File: config.mk
export PLATFORM = sky130hd
export DESIGN_NAME = dqrt_ctrl
export DESIGN_NICKNAME = d
export VERILOG_FILES = /design/src/sv/dqrt_pkg.sv /design/src/sv/dqrt_ctrl.sv
export SDC_FILE = /design/constraint.sdc
export NUM_CORES = 1
export LEC_CHECK = 0
export BUFFER_PORTS_ARGS = -buffer_cell sky130_fd_sc_hd__buf_2
export CAP_MARGIN = 20
export CORE_AREA = 3 3 40 42
export CTS_CLUSTER_DIAMETER = 100
export CTS_CLUSTER_SIZE = 28
export DETAILED_ROUTE_END_ITERATION = 6
export DIE_AREA = 0 0 43 45
export HOLD_SLACK_MARGIN = 0.03
export PLACE_DENSITY = 0.5
export SLEW_MARGIN = 40
export SYNTH_ARGS = -nofsm -noshare
export SYNTH_HDL_FRONTEND = slang
export SYNTH_SLANG_ARGS = --single-unit
File: constraint.sdc
create_clock -name clk_i -period 1.3 [get_ports clk_i]
set_input_delay 0.13 -clock clk_i [delete_from_list [all_inputs] [get_ports clk_i]]
set_output_delay 0.13 -clock clk_i [all_outputs]
set_load 0.005 [all_outputs]
File: src/sv/dqrt_pkg.sv
package dqrt_pkg;

  // Sizes of the slot table and the histogram.
  localparam int unsigned HIST_BUCKETS = 1024;
  localparam int unsigned ID_SLOTS     = 65536;
  localparam int unsigned ID_W         = $clog2(ID_SLOTS);
  localparam int unsigned HIST_AW      = $clog2(HIST_BUCKETS);

  // Busy bits are held as rows of 64 so that the clearing pass is short.
  localparam int unsigned ROW_BITS  = 64;
  localparam int unsigned ROW_W     = $clog2(ROW_BITS);
  localparam int unsigned BUSY_ROWS = ID_SLOTS / ROW_BITS;
  localparam int unsigned ROW_AW    = $clog2(BUSY_ROWS);

  // Clearing pass covers the larger of the busy rows and the histogram.
  localparam int unsigned CLR_N = (BUSY_ROWS > HIST_BUCKETS) ? BUSY_ROWS : HIST_BUCKETS;
  localparam int unsigned CLR_W = $clog2(CLR_N);

  // Field widths of one transfer.
  localparam int unsigned TS_W    = 64;
  localparam int unsigned RCODE_W = 4;
  localparam int unsigned LEN_W   = 10;
  localparam int unsigned BIDX_W  = 10;
  localparam int unsigned KIND_W  = 2;
  localparam int unsigned STS_W   = 3;
  localparam int unsigned BCNT_W  = ID_W + 1;

  localparam int unsigned IN_DATA_W  = 104;
  localparam int unsigned OUT_DATA_W = 656;

  // Microsecond bucketing: rtt / 1000 by reciprocal multiplication.
  localparam longint unsigned NS_PER_US = 1000;
  localparam longint unsigned HIST_NS   = HIST_BUCKETS * NS_PER_US;
  localparam int unsigned     HNS_W     = $clog2(HIST_NS);
  localparam int unsigned     DIV_SH    = HNS_W + 10;
  localparam longint unsigned RECIP     = ((64'd1 << DIV_SH) + NS_PER_US - 1) / NS_PER_US;
  localparam int unsigned     RECIP_W   = DIV_SH - 9;
  localparam int unsigned     PROD_W    = HNS_W + RECIP_W;

  localparam logic [LEN_W-1:0] MIN_LEN = LEN_W'(12);

  // Item kinds.
  localparam logic [KIND_W-1:0] KIND_SEND   = 2'd0;
  localparam logic [KIND_W-1:0] KIND_RESP   = 2'd1;
  localparam logic [KIND_W-1:0] KIND_BUCKET = 2'd2;
  localparam logic [KIND_W-1:0] KIND_FINISH = 2'd3;

  // Result status codes.
  localparam logic [STS_W-1:0] STS_SENT    = 3'd0;
  localparam logic [STS_W-1:0] STS_EVICT   = 3'd1;
  localparam logic [STS_W-1:0] STS_MATCH   = 3'd2;
  localparam logic [STS_W-1:0] STS_IGNORED = 3'd3;
  localparam logic [STS_W-1:0] STS_BUCKET  = 3'd4;
  localparam logic [STS_W-1:0] STS_FINISH  = 3'd5;

  // DNS response codes with counters of their own.
  localparam logic [RCODE_W-1:0] RC_OK       = 4'd0;
  localparam logic [RCODE_W-1:0] RC_SRV_FAIL = 4'd2;
  localparam logic [RCODE_W-1:0] RC_NAME_ERR = 4'd3;

  // Statistics counter positions.
  localparam int unsigned STAT_TIMEOUT = 0;
  localparam int unsigned STAT_RESP    = 1;
  localparam int unsigned STAT_SUM     = 2;
  localparam int unsigned STAT_MIN     = 3;
  localparam int unsigned STAT_MAX     = 4;
  localparam int unsigned STAT_NOERR   = 5;
  localparam int unsigned STAT_NXDOM   = 6;
  localparam int unsigned STAT_SRVF    = 7;
  localparam int unsigned STAT_OTHER   = 8;
  localparam int unsigned STAT_N       = 9;

  // Commands from the controller to the datapath.
  typedef struct packed {
    logic clr;
    logic load;
    logic calc;
    logic stat;
    logic hrd;
    logic hwr;
    logic out_ld;
  } dqrt_cmd_t;

  // Status from the datapath to the controller.
  typedef struct packed {
    logic              clr_done;
    logic [KIND_W-1:0] kind;
    logic              hist_hit;
    logic              out_busy;
  } dqrt_sts_t;

endpackage

File: src/sv/dqrt_ctrl.sv
module dqrt_ctrl import dqrt_pkg::*; (
  input  logic       clk_i,
  input  logic       rst_ni,
  input  logic       in_valid_i,
  output logic       in_ready_o,
  input  dqrt_sts_t  sts_i,
  output dqrt_cmd_t  cmd_o
);

  typedef enum logic [2:0] {
    S_CLEAR,
    S_IDLE,
    S_READ,
    S_CALC,
    S_STAT,
    S_HRD,
    S_HWR,
    S_OUT
  } state_e;

  state_e state_q, state_d;

  // Next state.
  always_comb begin
    state_d = state_q;
    unique case (state_q)
      S_CLEAR: if (sts_i.clr_done) state_d = S_IDLE;
      S_IDLE:  if (in_valid_i) state_d = S_READ;
      S_READ:  state_d = S_CALC;
      S_CALC:  state_d = (sts_i.kind == KIND_RESP) ? S_STAT : S_OUT;
      S_STAT:  state_d = sts_i.hist_hit ? S_HRD : S_OUT;
      S_HRD:   state_d = S_HWR;
      S_HWR:   state_d = S_OUT;
      S_OUT:   if (!sts_i.out_busy) state_d = S_IDLE;
      default: state_d = S_CLEAR;
    endcase
  end

  always_ff @(posedge clk_i or negedge rst_ni) begin
    if (!rst_ni) begin
      state_q <= S_CLEAR;
    end else begin
      state_q <= state_d;
    end
  end

  // Command decode.
  assign in_ready_o    = (state_q == S_IDLE);
  assign cmd_o.clr     = (state_q == S_CLEAR);
  assign cmd_o.load    = (state_q == S_IDLE) && in_valid_i;
  assign cmd_o.calc    = (state_q == S_CALC);
  assign cmd_o.stat    = (state_q == S_STAT);
  assign cmd_o.hrd     = (state_q == S_HRD);
  assign cmd_o.hwr     = (state_q == S_HWR);
  assign cmd_o.out_ld  = (state_q == S_OUT) && !sts_i.out_busy;

endmodule

# Word-level counts from Yosys, hierarchy flattened
# Index checks and enable logic that the tools add are counted.
[word_totals]
ff_bits = 3
in_bits = 8
output_inout_bits = 8
word_cells = 23
[op_classes]
n_eq_ne = 11
n_mux = 6
n_reduce_logical = 5
[op_table]
columns = ["operator", "n"]
rows = [
  ["3-bit case mux with 8 select lines", 1],
  ["3-bit == test (second input constant)", 4],
  ["3-bit two-way mux", 3],
  ["3-bit by 2-bit == test with 1-bit output (second input constant)", 2],
  ["2-bit inequality test (second input constant)", 3],
  ["2-bit two-way mux", 2],
  ["3-bit by 1-bit == test with 1-bit output (second input constant)", 1],
  ["3-bit logical NOT", 1],
  ["3-bit AND reduction", 1],
  ["2-bit by 1-bit == test with 1-bit output (second input constant)", 1],
  ["1-bit logical AND", 2],
  ["1-bit logical NOT", 1],
]

# Logic depth before layout (Yosys ltp)
# Gate-level depths: netlist of run 1.
[logic_depth]
depth_word = 3
mapped_depth = 4
depth_no_buf = 3

# Least setup slack after synthesis of run 1
# No wires, ideal clock.
[synth_path]
path_kind = "reg-to-output"
startpoint = "register state_q[1]"
endpoint = "output port cmd_o[5] in the netlist's numbering"
arrival_ps = 903
required_time_ps = 1170
setup_slack_ps = 267
stages_incl_launch_ff = 5
n_path_buf = 1
cell_sequence = "dfrtp_1 buf_2 nand2b_4 nor2_1 and2_1"
[synth_lines]
columns = ["element", "line_no", "rtl"]
rows = [
  ["start, declared", "dqrt_ctrl.sv:21", "state_e state_q, state_d;"],
  ["start signal, assigned", "dqrt_ctrl.sv:43", "state_q <= state_d;"],
  ["end, declared", "dqrt_ctrl.sv:7", "output dqrt_cmd_t cmd_o"],
]

==> results of run 1 <==
==> power breakdown <==
group | internal [mW] | switching, mW | leakage, nW
Combinational | 0.255 | 0.216 | 0.167
Clock | 0.115 | 0.0493 | 0.0150
Sequential | 0.144 | 0.0810 | 0.0298
Total | 0.514 | 0.346 | 0.212
==> timing repair <==
item / 4_1_cts / 5_1_grt
endpoints found under the hold margin: 3 / 0
resized for setup: 2 / 4
endpoints found under the setup margin: 2 / 3
hold buffers: 1 / 0
buffers inserted: 3 / 1
pin swaps: 0 / 1
==> worst reg2reg max path: stages (launching register included) <==
cell,delay (ns)
dfrtp_1,0.38
buf_4,0.15
or3b_1,0.36
a21oi_1,0.16
a21oi_1,0.05
==> area by class of cell <==
class                   count  area (um2)  share of cell area (%)
inverters                   2       7.507                   1.846
clock buffers               4       26.28                   6.462
multi-input cells          23       153.9                   37.85
well taps                  15       18.77                   4.615
repair buffers             21       122.6                   30.15
flip-flops and latches      3       77.57                   19.08
==> routing by layer <==
metal / track usage [%] / share of wire [%]
met4: 1.807 / 0
met1: 10.68 / 51
met5: 0 / 0
met2: 8.383 / 39
met3: 6.375 / 9.9
==> how the worst min path moves through the flow <==
stage               slack, ns                endpoint   start  cells after the start
floorplan               -0.17  state_q[0]$_DFFE_PN0P_  rst_ni                      0
global placement        -0.07  state_q[0]$_DFFE_PN0P_  rst_ni                      1
detailed placement      -0.07  state_q[0]$_DFFE_PN0P_  rst_ni                      1
CTS                      0.22  state_q[0]$_DFFE_PN0P_  rst_ni                      2
global route             0.22  state_q[0]$_DFFE_PN0P_  rst_ni                      2
finish                   0.23  state_q[2]$_DFFE_PN0P_  rst_ni                      2
==> per-stage QoR <==
stage,cells,hold WS (ns),area (um2)
floorplan,31,-0.1656,242.7
global placement,59,-0.07137,322.8
detailed placement,59,-0.07223,322.8
CTS,67,0.2235,384.1
global route,68,0.2232,406.6
finish,68,0.2260,406.6
==> cells in the mapped netlist, drive strengths merged <==
library cell | n | area, um2
o22ai | 1 | 6.260
and3 | 1 | 6.260
nand2b | 2 | 20.02
buf | 3 | 21.27
dfrtp | 3 | 75.07
nor3b | 1 | 7.510
or3b | 1 | 8.760
nand2 | 2 | 7.510
o22a | 1 | 8.760
a41oi | 1 | 8.760
a21oi | 3 | 15.01
nor2b | 1 | 6.260
nor2 | 6 | 22.52
nor3 | 2 | 15.01
and2 | 1 | 6.260
inv | 2 | 7.510
==> cell families (layout without fill, tap and decap cells) <==
kind of cell / after synthesis / in the layout
AND/OR/NAND/NOR: 17 / 17
AO/OA/AOI/OAI: 6 / 6
buffers and inverters: 5 / 27
flip-flops: 3 / 3
==> key figures, run 1 <==
Drt
  • DR vias: 288
  • Drt pass-1 iters: 4
  • Number of routed nets with antenna violations: 0
  • Initial DRC count: 2
  • Via-to-Cell Ratio: 4.235
  • DRC viols: 0
  • Routed WL: between 600 and 700 um
  • Routed WL per cell: 9.515 um

Global routing
  • Global-route wire length before repair: 1.035 mm
  • Total grt overflow: 0
  • Number of global-route vias before repair: roughly 250
  • Initial antenna violation count: 0
  • Largest net degree at the start of global routing: 11
  • GRT Overall Usage: 7.596%

Setup path
  • CP arrival: 1.11 ns
  • Setup crit end: cmd_o[5]
  • Reg-to-reg startpoint: state_q[2]$_DFFE_PN0P_
  • R2R depth: 4
  • CP max FO: 6
  • Worst EP required: 1.17 ns
  • Bufs and invs on worst path: 1
  • Critical Path Max Stage Delay: 0.43 ns
  • Reg2Reg Setup Slack: ~0.09 ns
  • CP cell instances: nand2b_4, nor2_4, and2_1, buf_2
  • Worst Setup SP: state_q[1]$_DFFE_PN0P_
  • R2R Path End: state_q[1]$_DFFE_PN0P_
  • CP Capture Type: output pin
  • Crit Path Class: reg -> out
  • CP Depth: 4
  • Delay-heaviest family, CP: flip-flops
  • CP max-delay cell: dfrtp_2
  • Kind of start point of the critical path: register

Floorplanning
  • Initial Utilization: between 10% and 20%
  • Boundary Pins: 16
  • Width of the die: about 43 um
  • Cell row count: 13
  • Core area: 1285 um2
  • Die footprint: 1935 um2
  • Die height: 45 um

STA
  • Count of final setup violators: 0
  • Final Max Slew Viols: 0
  • Fin crit share: 95.36%
  • Worst-Margin Slew: 0.1928 ns
  • RSZ-0062 raised after global routing: yes
  • Slew margin rel.: 86.98%
  • Fmax: ~810 MHz
  • Setup WS post-layout: 0.06032 ns
  • Sum of negative setup slack: 0 ns
  • Final Hold Violating Endpoints: 0
  • Final Critical Period: 1.240 ns
  • Max Clock Skew: roughly 0.00025 ns

Flow run
  • MaxCap Viol Count: 0

Final layout
  • Synthesis-to-layout area growth: 67.53%
  • Commonest non-fill, non-tap cell in the layout: buf_2
  • Number of flip-flops in the largest register: 3
  • ANT cells: 0
  • Top reg by flops: state_q
  • Fin util: 31.65%
  • Fill cell total of the finished layout: 151
  • Largest regs: state_q (3)
  • Fraction of layout cells with a size suffix above 1: 56.60%
  • Layout Nets: slightly above 60
  • Commonest cells after routing, fill and taps aside: buf_2 (15), buf_4 (5), nor2_1 (4), a21oi_1 (3), clkbuf_4 (3)

Placed design
  • Port Buf Inserts: 15
  • Placer Congestion: 0.7350
  • Place WS: around 0.17 ns

Logic synthesis
  • Synth Area in XOR/XNOR: 0%
  • Yosys warns: 0
  • Yosys reg bits: 3
  • Syn Nets: 39
  • Post-Syn Area: 242.7 um2
  • Mux cell area share after synthesis: 0%
  • Mean Syn Cell Area: 7.830 um2
  • Unique masters post-synth: 19
  • Simple-gate share of the synthesized area: 41.24%
  • Synth Area in Compound Gates: approximately 16%
  • Syn Inst Count: 31
  • Seq/Total Area, Yosys: 30.93%
  • Combinational family with the most area after synthesis: simple AND/OR/NAND/NOR gates
  • Adder-cell share of the synthesized area: 0%

Pwr
  • Post-layout power: 0.8602 mW
  • Leakage: approximately 0.21 nW
  • Pwr/cell area: 2115 nW/um2
  • VDD IR max: 0.7171 mV

Clock tree
  • CTS tree: built
  • Worst-path clk slew: ~0.04 ns
  • CTS Root Cell: clkbuf_4
  • Clock sinks: 3
  • Cts bufs inserted: 3
  • CTS Buffer Depth: 2
  • Clock Latency Late Sink: 0.23 ns
  • H-tree levels: 1

Worst hold path
  • Hold crit path type: in -> async

Status
  • Run status: completed
No activity file was read; power rests on OpenSTA's default activity.
==> run 2: changes to the inputs <==
- ABC_AREA: default -> 1
- PLACE_DENSITY: 0.5 -> 0.52
==> key figures, run 2 <==
Status
  • Run status: completed

Logic synthesis
  • Simple-gate share of the synthesized area: 50.48% (+9.2 points)
  • Combinational family with the most area after synthesis: simple AND/OR/NAND/NOR gates
  • Post-Syn Area: 262.8 um2 (+8.2%)
  • Mux cell area share after synthesis: 0% (unchanged)
  • Mean Syn Cell Area: 5.712 um2 (-27%)
  • Yosys reg bits: 3 (unchanged)
  • Post-synth top cells: nand2_1 (13), nor2_1 (10), inv_1 (8)
  • Synth area leaders: dfrtp_1 (29%), nand2_1 (19%), nor2_1 (14%)
  • Synth Area in Compound Gates: 3.810% (-12 points)
  • Yosys warns: 0 (unchanged)
  • Syn Nets: 54 (+38%)
  • Top_reg_cell synth: dfrtp_1
  • Seq/Total Area, Yosys: 28.57% (-2.4 points)
  • Synth area leader: dfrtp_1
  • Count leader, synth: nand2_1
  • Post-synth top area share: 28.57% (-2.4 points)
  • Async set-reset flop share out of synthesis: 100.0% (unchanged)
  • Synth Area in XOR/XNOR: 0% (unchanged)
  • EDFF count, synth: 0 (unchanged)
  • Syn Inst Count: 46 (+48%)
  • Unique masters post-synth: 11 (-8)
  • Adder-cell share of the synthesized area: 0% (unchanged)

Setup path
  • Delay-heaviest family, CP: flip-flops
  • Critical Path Max Stage Delay: 0.44 ns (about the same)
  • Setup crit end: cmd_o[3]
  • Reg2Reg Setup Slack: 0.21 ns (+0.12 ns)
  • R2R Path End: state_q[0]$_DFFE_PN0P_
  • Worst Setup SP: state_q[0]$_DFFE_PN0P_
  • Crit Path Class: reg -> out
  • Bufs and invs on worst path: 2 (+1)
  • R2R depth: 7 (+3)
  • CP arrival: 1.12 ns (about the same)
  • CP max-delay cell: dfrtp_2
  • Worst EP required: 1.17 ns (about the same)
  • CP cell instances: buf_12, nor3_1, buf_2
  • CP Capture Type: output pin
  • Kind of start point of the critical path: register
  • CP max FO: 5 (-1)
  • Reg-to-reg startpoint: state_q[0]$_DFFE_PN0P_
  • CP Depth: 3 (-1)

Clock tree
  • CTS Root Cell: clkbuf_4
  • Worst-path clk slew: 0.04 ns (about the same)
  • CTS tree: built
  • H-tree levels: 1 (unchanged)
  • Clock sinks: 3 (unchanged)
  • Clock Latency Late Sink: 0.24 ns (about the same)
  • Cts bufs inserted: 3 (unchanged)
  • CTS Buffer Depth: 2 (unchanged)

Placed design
  • Placed Instances: 75 (+27%)
  • Port Buf Inserts: 15 (unchanged)
  • Placer Congestion: 0.7555 (+2.8%)
  • Post-DP HPWL: 537.5 um

Drt
  • DR vias: 352 (+22%)
  • Routed WL: 734 um (+13%)
  • Drt pass-1 iters: 4 (unchanged)
  • DRC viols: 0 (unchanged)
  • Initial DRC count: 12 (+10)
  • Via-to-Cell Ratio: 4.293 (+1.4%)
  • Routed WL per cell: 8.951 um (-5.9%)
  • Number of routed nets with antenna violations: 0 (unchanged)

Final layout
  • Largest regs: state_q (3)
  • Layout Nets: 76 (+23%)
  • Fraction of layout cells with a size suffix above 1: 44.78% (-12 points)
  • Commonest cells after routing, fill and taps aside: buf_2 (15), nand2_1 (12), inv_1 (8), nor2_1 (8)
  • Commonest non-fill, non-tap cell in the layout: buf_2
  • ANT cells: 0 (unchanged)
  • Fill cell total of the finished layout: 156 (+3.3%)
  • Fin cells: 82 (+21%)
  • Top reg by flops: state_q
  • Number of flip-flops in the largest register: 3 (unchanged)
  • Synthesis-to-layout area growth: 64.76%

STA
  • Count of final setup violators: 0 (unchanged)
  • Final Max Slew Viols: 0 (unchanged)
  • Fin crit share: 96.26% (+0.90 points)
  • Worst-Margin Slew: 0.1359 ns (-0.05691 ns)
  • Final Critical Period: 1.251 ns (+0.01174 ns)
  • Final Hold Violating Endpoints: 0 (unchanged)
  • RSZ-0062 raised after global routing: yes
  • Slew margin rel.: 90.87% (+3.9 points)
  • Fmax: 799.1 MHz (-0.94%)
  • Max Clock Skew: 0.006048 ns (+0.005795 ns)

Global routing
  • Largest net degree at the start of global routing: 9 (-2)
  • Global-route wire length before repair: 1.255 mm (+21%)
  • Total grt overflow: 0 (unchanged)
  • GRT Overall Usage: 8.583% (+0.99 points)
  • Number of global-route vias before repair: 335 (+33%)
  • Initial antenna violation count: 0 (unchanged)

Floorplanning
  • Width of the die: 43 um (unchanged)
  • Cell row count: 13 (unchanged)
  • Boundary Pins: 16 (unchanged)
  • Initial Utilization: 20.45% (+1.6 points)
  • Core area: 1285 um2 (unchanged)
  • Die footprint: 1935 um2 (unchanged)
  • Die height: 45 um (unchanged)

Worst hold path
  • Hold crit path type: in -> reg

Flow run
  • MaxCap Viol Count: 0 (unchanged)

Pwr
  • VDD IR max: 0.6143 mV (-14%)
  • Pwr/cell area: 2244 nW/um2 (+6.1%)
  • Post-layout power: 0.9716 mW (+13%)
  • Leakage: 0.2721 nW (+29%)
run 2: changes by cell type in the layout (fill, tap and decap cells not counted), sizes merged, moves of 2 or more:
cell	change
nand3	+4
inv	+7
nor2	+4
nand2	+11
nand2b	-2
buf	-3
run 2: worst register-to-register path, stage by stage, from the launching register on:
cell and delay, ns:
dfrtp_2 0.44, buf_12 0.14, inv_1 0.09, nor2_1 0.06, nand3_1 0.06, nand3_1 0.06, nand2_1 0.06, nand2_1 0.05
run 2: worst min path at each step:
| stage | slack, ns | start | cells after the start | end |
|---|---|---|---|---|
| after floorplan | -0.17 | rst_ni | 0 | state_q[0]$_DFFE_PN0P_ |
| after global placement | -0.07 | rst_ni | 1 | state_q[1]$_DFFE_PN0P_ |
| after detailed placement | -0.07 | rst_ni | 1 | state_q[2]$_DFFE_PN0P_ |
| after CTS | 0.21 | rst_ni | 2 | state_q[1]$_DFFE_PN0P_ |
| after global routing | 0.22 | sts_i[0] | 3 | state_q[2]$_DFFE_PN0P_ |
| final | 0.20 | sts_i[0] | 3 | state_q[2]$_DFFE_PN0P_ |
run 2: through the flow:
stage	hold slack, ns	setup TNS (ns)	utilization, %	instance area, um2	setup slack [ns]
2_1_floorplan	-0.1656	0	-	262.8	0.2636
3_3_place_gp	-0.07317	0	26.87	345.3	0.1589
3_5_place_dp	-0.07403	0	26.87	345.3	0.1520
4_1_cts	0.2075	0	31.45	404.1	0.004059
5_1_grt	0.2181	-0.01283	33.69	432.9	-0.007278
6_report	0.2039	0	33.69	432.9	0.04858
run 2: what timing repair did:
action,in CTS,in global routing
resized for setup,2,7
endpoints found under the setup margin,1,4
endpoints found under the hold margin,3,0
buffers inserted,1,1
gates cloned,0,0
hold buffers,1,0
pin swaps,0,1
run 2: routing by layer:
layer	part of all wire (%)	GRT usage (%)	routed length, um
met4	2.2	5.422	16
met1	41	10.39	300
met5	0	0	0
met2	49	14.07	358
met3	7.9	1.594	58
run 2: report_power, final:
group          leakage [nW]  internal, mW  switching, mW
Sequential           0.0304         0.151         0.0866
Combinational         0.227         0.265          0.303
Clock                0.0150         0.115         0.0509
Total                 0.272         0.531          0.441
run 2: final cells by class:
| cell class | instances | area, um2 | share of cell area [%] |
|---|---|---|---|
| multi-input cells | 33 | 160.2 | 36.99 |
| repair buffers | 18 | 112.6 | 26.01 |
| inverters | 9 | 36.28 | 8.382 |
| well taps | 15 | 18.77 | 4.335 |
| clock buffers | 4 | 26.28 | 6.069 |
| flip-flops and latches | 3 | 78.83 | 18.21 |
run 2: cell families (layout without fill, tap and decap cells):
group / count (synthesis) / after routing
buffers and inverters: 10 / 31
flip-flops: 3 / 3
AO/OA/AOI/OAI: 2 / 2
AND/OR/NAND/NOR: 31 / 31
==> run 3: changes to the inputs <==
--- a/config.mk
+++ b/config.mk
@@ -6,5 +6,4 @@
 export NUM_CORES = 1
 export LEC_CHECK = 0
-export ABC_AREA = 1
 export BUFFER_PORTS_ARGS = -buffer_cell sky130_fd_sc_hd__buf_2
 export CAP_MARGIN = 20
@@ -15,5 +14,5 @@
 export DIE_AREA = 0 0 43 45
 export HOLD_SLACK_MARGIN = 0.03
-export PLACE_DENSITY = 0.52
+export PLACE_DENSITY = 0.5
 export SLEW_MARGIN = 40
 export SYNTH_ARGS = -nofsm -noshare
==> constraint.sdc (replaced) <==
create_clock -name clk_i -period 1.3 [get_ports clk_i]
set_input_delay 0.13 -clock clk_i [delete_from_list [all_inputs] [get_ports clk_i]]
set_output_delay 0.13 -clock clk_i [all_outputs]
set_load 0.05 [all_outputs]
==> key figures, run 3 (synthesis results as in run 1) <==
Placed design
  • Place WS: 0.06441 ns (-0.08759 ns)
  • Post-DP HPWL: 492.2 um (-8.4%)
  • Placed Area: 357.8 um2 (+3.6%)
  • Placed Instances: 61 (-19%)
  • Port Buf Inserts: 15 (unchanged)
  • Placer Congestion: 0.7245 (-4.1%)

Drt
  • Routed WL: 698 um (-4.9%)
  • Number of routed nets with antenna violations: 0 (unchanged)
  • Initial DRC count: 3 (-9)
  • DRC viols: 0 (unchanged)
  • Drt pass-1 iters: 4 (unchanged)
  • Via-to-Cell Ratio: 4.232 (-1.4%)
  • DR vias: 292 (-17%)
  • Routed WL per cell: 10.12 um (+13%)

Floorplanning
  • Cell row count: 13 (unchanged)
  • Die height: 45 um (unchanged)
  • Width of the die: 43 um (unchanged)
  • Boundary Pins: 16 (unchanged)
  • Initial Utilization: 18.89% (-1.6 points)
  • Core area: 1285 um2 (unchanged)
  • Die footprint: 1935 um2 (unchanged)

STA
  • RSZ-0062 raised after global routing: yes
  • Count of final setup violators: 3 (+3)
  • Final Hold Violating Endpoints: 0 (unchanged)
  • Slew margin rel.: 86.55% (-4.3 points)
  • Setup WS post-layout: -0.03488 ns (-0.08346 ns)
  • Worst-Margin Slew: 0.2018 ns (+0.06592 ns)
  • Max Clock Skew: 0.0008567 ns (-0.005192 ns)
  • Fin crit share: 102.7% (+6.4 points)
  • Final Critical Period: 1.335 ns (+0.08346 ns)
  • Final Max Slew Viols: 0 (unchanged)
  • Hold WS: 0.2220 ns (+0.01806 ns)
  • Fmax: 749.1 MHz (-6.3%)

Global routing
  • Global-route wire length before repair: 1.097 mm (-13%)
  • Total grt overflow: 0 (unchanged)
  • Number of global-route vias before repair: 274 (-18%)
  • GRT Overall Usage: 8.007% (-0.58 points)
  • Largest net degree at the start of global routing: 12 (+3)
  • Initial antenna violation count: 0 (unchanged)

Pwr
  • Internal power: 0.6478 mW (+22%)
  • Leakage: 0.2375 nW (-13%)
  • Net Sw Frac: 50.60% (+5.3 points)
  • VDD IR max: 1.223 mV (+99%)
  • Pwr/cell area: 2660 nW/um2 (+19%)
  • Sequential share of power: 18.8% (-5.7 points)
  • Clock network fraction of design power: 12.2% (-4.9 points)
  • Comb power frac: 69.0% (+11 points)
  • Net Sw Power: 0.6637 mW (+51%)

Final layout
  • Top reg by flops: state_q
  • Fin cells: 69 (-16%)
  • FF+latch area: 77.57 um2 (-1.6%)
  • Final Instance Area: 493.0 um2 (+14%)
  • Fill cell total of the finished layout: 138 (-12%)
  • Commonest cells after routing, fill and taps aside: buf_2 (7), buf_6 (7), buf_4 (6)
  • ANT cells: 0 (unchanged)
  • Largest regs: state_q (3)
  • Fraction of layout cells with a size suffix above 1: 64.81% (+20 points)
  • Number of flip-flops in the largest register: 3 (unchanged)
  • Synthesis-to-layout area growth: 103.1%
  • Multi-input gate area: 178.9 um2 (+12%)
  • Layout Nets: 63 (-17%)

Clock tree
  • CTS Root Cell: clkbuf_4
  • Clock Latency Late Sink: 0.23 ns (about the same)
  • CTS tree: built
  • CTS Buffer Depth: 2 (unchanged)
  • Clock sinks: 3 (unchanged)
  • Cts bufs inserted: 3 (unchanged)
  • Worst-path clk slew: 0.04 ns (about the same)
  • H-tree levels: 1 (unchanged)

Worst hold path
  • Hold crit path type: in -> async

Status
  • Run status: finished with violations
  • Failing checks: negative setup slack

Setup path
  • Kind of start point of the critical path: register
  • Crit Path Class: reg -> out
  • Reg-to-reg startpoint: state_q[2]$_DFFE_PN0P_
  • CP arrival: 1.20 ns (+0.08 ns)
  • CP Capture Type: output pin
  • R2R Path End: state_q[1]$_DFFE_PN0P_
  • Worst EP required: 1.17 ns (about the same)
  • CP max FO: 5 (unchanged)
  • Reg2Reg Setup Slack: 0.09 ns (-0.12 ns)
  • R2R depth: 3 (-4)

Flow run
  • MaxCap Viol Count: 0 (unchanged)
run 3: area by class of cell:
type	instances	share of cell area (%)
Multi-Input combinational cell	23	36.29
Timing Repair Buffer	22	37.31
Tap cell	15	3.807
Inverter	2	1.523
Sequential cell	3	15.74
Clock buffer	4	5.330
run 3: worst max-delay path, cell delays in order, from the launching register on:
cell	delay [ns]
dfrtp_1	0.41
buf_4	0.19
nor3b_4	0.20
buf_6	0.18
run 3: worst max-delay path by stage:
stage	startpoint	to	slack, ns	depth (start not counted)
6_report	state_q[1]$_DFFE_PN0P_	cmd_o[3]	-0.03	3
5_1_grt	state_q[0]$_DFFE_PN0P_	cmd_o[6]	-0.10	3
4_1_cts	state_q[1]$_DFFE_PN0P_	cmd_o[3]	-0.04	3
3_5_place_dp	state_q[2]$_DFFE_PN0P_	state_q[1]$_DFFE_PN0P_	0.06	3
3_3_place_gp	state_q[2]$_DFFE_PN0P_	state_q[1]$_DFFE_PN0P_	0.05	3
2_1_floorplan	state_q[1]$_DFFE_PN0P_	cmd_o[5]	-0.42	4
run 3: through the flow:
stage / TNS [ns] / util, % / power (mW)
after global routing: -0.4109 / 38.36 / 1.403
final: -0.06962 / 38.36 / 1.311
after detailed placement: 0 / 27.85 / 0.9153
after global placement: 0 / 27.85 / 0.9146
after CTS: -0.1148 / 33.79 / 1.173
after floorplan: -0.4745 / - / 0.7800
run 3: layer usage:
metal	track usage, %	up-vias	part of all wire, %
met2	11.68	14	47
met4	9.036	0	2.7
met1	8.475	126	44
li1	-	150	-
met5	0	-	0
met3	2.789	2	6.3
run 3: repair_timing:
action,in CTS,in global routing
buffers inserted,0,3
resized for setup,14,11
pin swaps,2,1
hold buffers,1,0
endpoints found under the hold margin,3,0
endpoints found under the setup margin,8,8
run 3: power by group through the flow:
stage | Combinational (mW) | Clock [mW] | Sequential (mW)
after CTS | 0.757 | 0.170 | 0.246
final | 0.904 | 0.160 | 0.247
after detailed placement | 0.678 | 0 | 0.237
after floorplan | 0.626 | 0 | 0.154
after global routing | 0.957 | 0.183 | 0.263
after global placement | 0.678 | 0 | 0.237
